===== src/sv/lfsa_pkg.sv =====
package lfsa_pkg;

	// sizes of the owner table and the free map
	localparam int unsigned OWNERS = 1024;
	localparam int unsigned SLOTS  = 1024;

	// field widths on the ports
	localparam int unsigned ID_W = 10;
	localparam int unsigned SO_W = 10;

	localparam int unsigned OWN_W  = (OWNERS > 1) ? $clog2(OWNERS) : 1;
	localparam int unsigned SLOT_W = (SLOTS > 1) ? $clog2(SLOTS) : 1;

	// free map kept as rows of up to 32 slots, one summary bit per row
	localparam int unsigned WORD_W = (SLOTS < 32) ? SLOTS : 32;
	localparam int unsigned BIT_W  = (WORD_W > 1) ? $clog2(WORD_W) : 1;
	localparam int unsigned ROWS   = (SLOTS + WORD_W - 1) / WORD_W;
	localparam int unsigned ROW_W  = (ROWS > 1) ? $clog2(ROWS) : 1;

	// clearing pass covers both tables
	localparam int unsigned CLEAR_LEN = (OWNERS > ROWS) ? OWNERS : ROWS;
	localparam int unsigned CLR_W     = (CLEAR_LEN > 1) ? $clog2(CLEAR_LEN) : 1;

	typedef enum logic [1:0] {
		ST_OK          = 2'd0,
		ST_NO_FREE     = 2'd1,
		ST_NOT_HOLDING = 2'd2
	} status_t;

	typedef enum logic [2:0] {
		S_CLEAR,
		S_READY,
		S_LOOKUP,
		S_FREE,
		S_PUSH
	} fsm_t;

	// controller to datapath
	typedef struct packed {
		logic clear;
		logic accept;
		logic lookup;
		logic release_slot;
		logic load_out;
	} cmd_t;

	// datapath to controller
	typedef struct packed {
		logic clear_last;
		logic leave_hit;
	} sts_t;

	// lowest set bit of the row summary
	function automatic logic [ROW_W-1:0] first_row(input logic [ROWS-1:0] v);
		logic [ROW_W-1:0] r;
		r = '0;
		for (int i = ROWS - 1; i >= 0; i--) begin
			if (v[i]) r = ROW_W'(i);
		end
		return r;
	endfunction

	// lowest set bit within one row
	function automatic logic [BIT_W-1:0] first_bit(input logic [WORD_W-1:0] v);
		logic [BIT_W-1:0] r;
		r = '0;
		for (int i = WORD_W - 1; i >= 0; i--) begin
			if (v[i]) r = BIT_W'(i);
		end
		return r;
	endfunction

	// free pattern of a row after reset: bits past the last slot stay clear
	function automatic logic [WORD_W-1:0] row_init(input int unsigned r);
		logic [WORD_W-1:0] w;
		for (int b = 0; b < WORD_W; b++) begin
			w[b] = ((r * WORD_W + b) < SLOTS);
		end
		return w;
	endfunction

endpackage


===== src/sv/lfsa_ctrl.sv =====
module lfsa_ctrl (
	input  logic          clk,
	input  logic          arst_n,
	input  logic          in_valid,
	output logic          in_stall,
	output logic          out_valid,
	input  logic          out_stall,
	input  lfsa_pkg::sts_t sts,
	output lfsa_pkg::cmd_t cmd
);
	import lfsa_pkg::*;

	fsm_t state_q, state_d;
	logic out_valid_q;

	// state register and output valid
	always_ff @(posedge clk or negedge arst_n) begin
		if (!arst_n) begin
			state_q     <= S_CLEAR;
			out_valid_q <= 1'b0;
		end else begin
			state_q <= state_d;
			if (cmd.load_out) out_valid_q <= 1'b1;
			else if (!out_stall) out_valid_q <= 1'b0;
		end
	end

	// next state and commands
	always_comb begin
		state_d = state_q;
		cmd     = '0;
		case (state_q)
			S_CLEAR: begin
				cmd.clear = 1'b1;
				if (sts.clear_last) state_d = S_READY;
			end
			S_READY: begin
				if (in_valid) begin
					cmd.accept = 1'b1;
					state_d    = S_LOOKUP;
				end
			end
			S_LOOKUP: begin
				cmd.lookup = 1'b1;
				state_d    = sts.leave_hit ? S_FREE : S_PUSH;
			end
			S_FREE: begin
				cmd.release_slot = 1'b1;
				state_d          = S_PUSH;
			end
			S_PUSH: begin
				if (!out_valid_q || !out_stall) begin
					cmd.load_out = 1'b1;
					state_d      = S_READY;
				end
			end
			default: begin
				state_d = S_CLEAR;
			end
		endcase
	end

	assign in_stall  = (state_q != S_READY);
	assign out_valid = out_valid_q;

endmodule


===== config.mk =====
export PLATFORM = sky130hd
export DESIGN_NAME = lfsa_ctrl
export DESIGN_NICKNAME = d
export VERILOG_FILES = /design/src/sv/lfsa_pkg.sv /design/src/sv/lfsa_ctrl.sv
export SDC_FILE = /design/constraint.sdc
export NUM_CORES = 1
export LEC_CHECK = 0
export BUFFER_PORTS_ARGS = -buffer_cell sky130_fd_sc_hd__buf_4
export CAP_MARGIN = 20
export CORE_AREA = 4 4 41 43
export CTS_CLUSTER_SIZE = 40
export DETAILED_ROUTE_END_ITERATION = 16
export DIE_AREA = 0 0 45 47
export PLACE_DENSITY = 0.38
export SKIP_LAST_GASP = 1
export SYNTH_ARGS = -nofsm -noshare
export SYNTH_HDL_FRONTEND = slang
export SYNTH_SLANG_ARGS = --single-unit

===== constraint.sdc =====
create_clock -name clk -period 1.18 [get_ports clk]
set_clock_uncertainty 0.2 [all_clocks]
set_input_delay 0 -clock clk [delete_from_list [all_inputs] [get_ports clk]]
set_output_delay 0 -clock clk [all_outputs]
set_load 0.03 [all_outputs]

# == Yosys cells after proc, flatten, opt, wreduce, memory -nomap -nowiden ==
# Cells that the tools add are included.
# W data, S select, Z words.
# word_totals
regBits,4
input_bits,6
out_inout_bits,7
elab_cells,30
# op_classes
eq_ne,9
n_mux,14
n_reduce_logical,5
# op_table
op,n
$pmux W3 S5,1
$mux W3,4
$mux W1,9
$eq A3 B2 Y1 const B,2
$ne A2 B2 Y1 const B,3
$eq A3 B1 Y1 const B,1
$eq A3 B3 Y1 const B,1
$logic_not A3 Y1,1
$ne A3 B1 Y1 const B,1
$reduce_and A3 Y1,1
$logic_not A1 Y1,2
$ne A2 B1 Y1 const B,1
$logic_or A1 B1 Y1,1

# == Logic depth before layout (Yosys ltp) ==
# depth
word_depth,5
depth_mapped,4
depth_no_buf,3

# == Worst setup path after synthesis ==
# OpenSTA, ideal clock, no wires.
# synth_path
path_kind,register to output
start,register state_q[2]
end,output cmd[3] in the netlist's numbering
arrival_ps,1200
required_time_ps,980
path_slack_ps,-220
path_stages_with_launch,3
path_buffers,1
path_cell_list,dfrtp_1 clkbuf_2 nor3_1
# synth_lines
item,line,text
start: declaration,lfsa_ctrl.sv:13,"fsm_t state_q, state_d;"
start signal: assignment,lfsa_ctrl.sv:22,state_q <= state_d;
end: declaration,lfsa_ctrl.sv:9,output lfsa_pkg::cmd_t cmd

==> impl_metrics.yaml <==
floorplan:
  rows: 13
  dieArea_sq_um: 2120
  initial_utilization: 0.184
  die_w_um: 45
  io_pins: 13
  coreArea_sq_um: 1300
  die_h_um: 47
critical_path:
  critPathKind: "reg -> out"
  r2r_end: "state_q[1]$_DFFE_PN0P_"
  crit_fanout: 6
  required_ns: 0.98
  regToRegSetupSlack_ns: -0.07
  reg2reg_depth: 4
  r2r-start: "state_q[0]$_DFFE_PN0P_"
  critPathCaptureType: "output pin"
  startpoint_type: "register"
  crit_arrival_ns: 1.15
sta:
  hold_ws_ns: -0.0591
  max-slew-margin-rel: 0.865
  slew_viol_final: 0
  hold_viol_final: 2
  setup_viol: 7
  fmax_ghz: 0.742
  worst_slack_ns: -0.167
  rsz0062_at_grt: "true"
  fin_crit_sh: 1.14
  min_period_ns: 1.35
  tightest_slew_ns: 0.203
clock_tree:
  postCtsHoldBufs: 5
  worstSkewPairLatency_ns: 0.23
  cts_tree: "built"
  cts_buffers: 3
  path_clk_slew_ns: 0.03
  cts_sinks: 4
  root_buffer: "clkbuf_4"
  cts_max_level: 1
  clockBufferDepth: 2
pwr:
  ir_drop_mv: 1.33
  powerDensity_nw_per_um2: 2940
  intPower_uw: 807
  power_frac_comb: 0.672
  seqPwrFrac: 0.221
  power_switching_uw: 739
  sw_frac_of_total: 0.478
  power.share.clock: 0.108
  p_leak_nw: 0.234
place:
  numPortBuffers: 12
  hpwl_um: 498
  gp_congestion: 0.725
synth:
  syn_area_per_cell_sq_um: 8.53
  netlist.area_leader.share: 0.419
  syn_area_sq_um: 239
  ys_ff_latch: 4
  ys_seq_area_frac: 0.419
  synth_area_leaders: "dfrtp_1 (42%), o211ai_1 (9.4%), nand2_1 (7.9%)"
  yosysTopAreaCell: "dfrtp_1"
  synthDistinctLibCells: 15
  ys.warnings.count: 0
  synth_common_cells: "nand2_1 (5), dfrtp_1 (4), nor2_1 (4), o211ai_1 (3), nor3_1 (2)"
  synthCells: 28
  synthFlopType: "dfrtp_1"
  async_flop_share: 1.00
  syn-num-nets: 34
  yosysMostFrequentCell: "nand2_1"
  synth_edf_count: 0
hold_path:
  hold_path_class: "in -> reg"
  min-delay-start: "in_valid"
  holdPathEnd: "state_q[0]$_DFFE_PN0P_"
  min_path_cells: 4
grt:
  grt_pass1_vias: 295
  gr-usage-met3: 0.0383
  antenna_found_initial: 0
  grt_max_degree: 9
  grt_pass1_wl_um: 1180
  grt_util_met2: 0.130
  grt-ovfl-total: 0
  track_usage: 0.0791
  met1_usage: 0.0866
  grt_most_used_layer: "met2"
drt:
  viasPerCell: 4.23
  first_pass_iters: 1
  routed_wl_um: 667
  post-route-drc-count: 0
  vias: 279
  avgRoutedWirePerCell_um: 10.1
  ant_nets: 0
  drt-initial-drc-count: 0
layout:
  final_nets: 59
  syn_to_final_growth_pct: 120
  drive_gt1_frac: 0.667
  final_util: 0.404
  diodes: 0
  filler_cell_count: 146
job:
  maxCapViolations: 0
status:
  status: "complete, but fails checks"
  violations: "hold timing, setup timing"
## logic make-up after synthesis
group / count (synthesis) / share of synthesized area
flops: 4 / 0.419
buf+inv: 3 / 0.0837
compound gates: 6 / 0.178
simple gates: 15 / 0.319
## cell type report
cell class | count | area, sq um | share of cell area
clock buffer | 3 | 22.5 | 0.0429
inverter | 1 | 3.75 | 0.00714
multi-input combinational | 21 | 181 | 0.345
sequential | 4 | 103 | 0.195
tap | 15 | 18.8 | 0.0357
timing repair buffer | 22 | 196 | 0.374
## registers in the layout (all words and copies together) (netlist names)
| signal | flops |
|---|---|
| state_q | 3 |
| out_valid | 1 |
## worst max-delay path, stage by stage (launching register included)
cell and delay (ns):
dfrtp_2 0.45, nor2_4 0.11, nand2_2 0.09, a21oi_4 0.13
buf_6 0.14
## worst max-delay path by stage
stage	startpoint	cells after the start	endpoint
after floorplan	state_q[2]$_DFFE_PN0P_	2	cmd[3]
after global placement	state_q[0]$_DFFE_PN0P_	4	cmd[0]
after detailed placement	state_q[0]$_DFFE_PN0P_	4	cmd[0]
after CTS	state_q[0]$_DFFE_PN0P_	4	cmd[0]
after global routing	state_q[0]$_DFFE_PN0P_	4	cmd[0]
final	state_q[0]$_DFFE_PN0P_	4	cmd[0]
## power groups by stage
stage / combinational [mW] / sequential [mW] / clock (mW)
global placement: 0.796 / 0.313 / 0
global route: 1.12 / 0.360 / 0.188
floorplan: 0.550 / 0.284 / 0
finish: 1.04 / 0.341 / 0.166
detailed placement: 0.797 / 0.313 / 0
CTS: 1.00 / 0.324 / 0.175
## placed cells by master, fill, tap and decap left out
master,Yosys,final
buf_6,1,5
nor2_4,0,3
nand2b_4,0,1
dfrtp_2,0,2
clkbuf_4,0,3
a21oi_4,0,1
inv_1,1,1
nor2b_2,1,1
o211ai_1,3,3
dfrtp_1,4,2
buf_4,0,12
nor3_4,0,1
dlygate4sd3_1,0,5
nor2_2,0,1
nand2_4,1,1
nand2_1,5,4
nor3_2,0,1
a21oi_2,1,1
nand2_2,0,1
o22ai_1,1,1
or2_1,1,1
## metrics by stage
stage / setup slack, ns / setup TNS (ns) / total power, mW / std cells / area [sq um]
2_1_floorplan: -0.220 / -0.476 / 0.834 / 28 / 255
3_3_place_gp: -0.0698 / -0.123 / 1.11 / 56 / 370
3_5_place_dp: -0.0640 / -0.119 / 1.11 / 56 / 370
4_1_cts: -0.186 / -0.951 / 1.50 / 66 / 508
5_1_grt: -0.245 / -1.44 / 1.67 / 66 / 526
6_report: -0.167 / -0.966 / 1.55 / 66 / 526
## metal layers
layer | part of all wire | wire [um] | vias up
met5 | 0 | 0 | -
met4 | 0.025 | 17 | 0
met3 | 0.10 | 69 | 2
met2 | 0.48 | 321 | 14
met1 | 0.39 | 259 | 124
li1 | - | - | 139
## repair_timing
action                     4_1_cts  5_1_grt
hold endpoints to repair         8        2
resized for setup               13        4
setup buffers                    2        0
setup endpoints to repair        8        8
(Power assumes the default switching activity.)
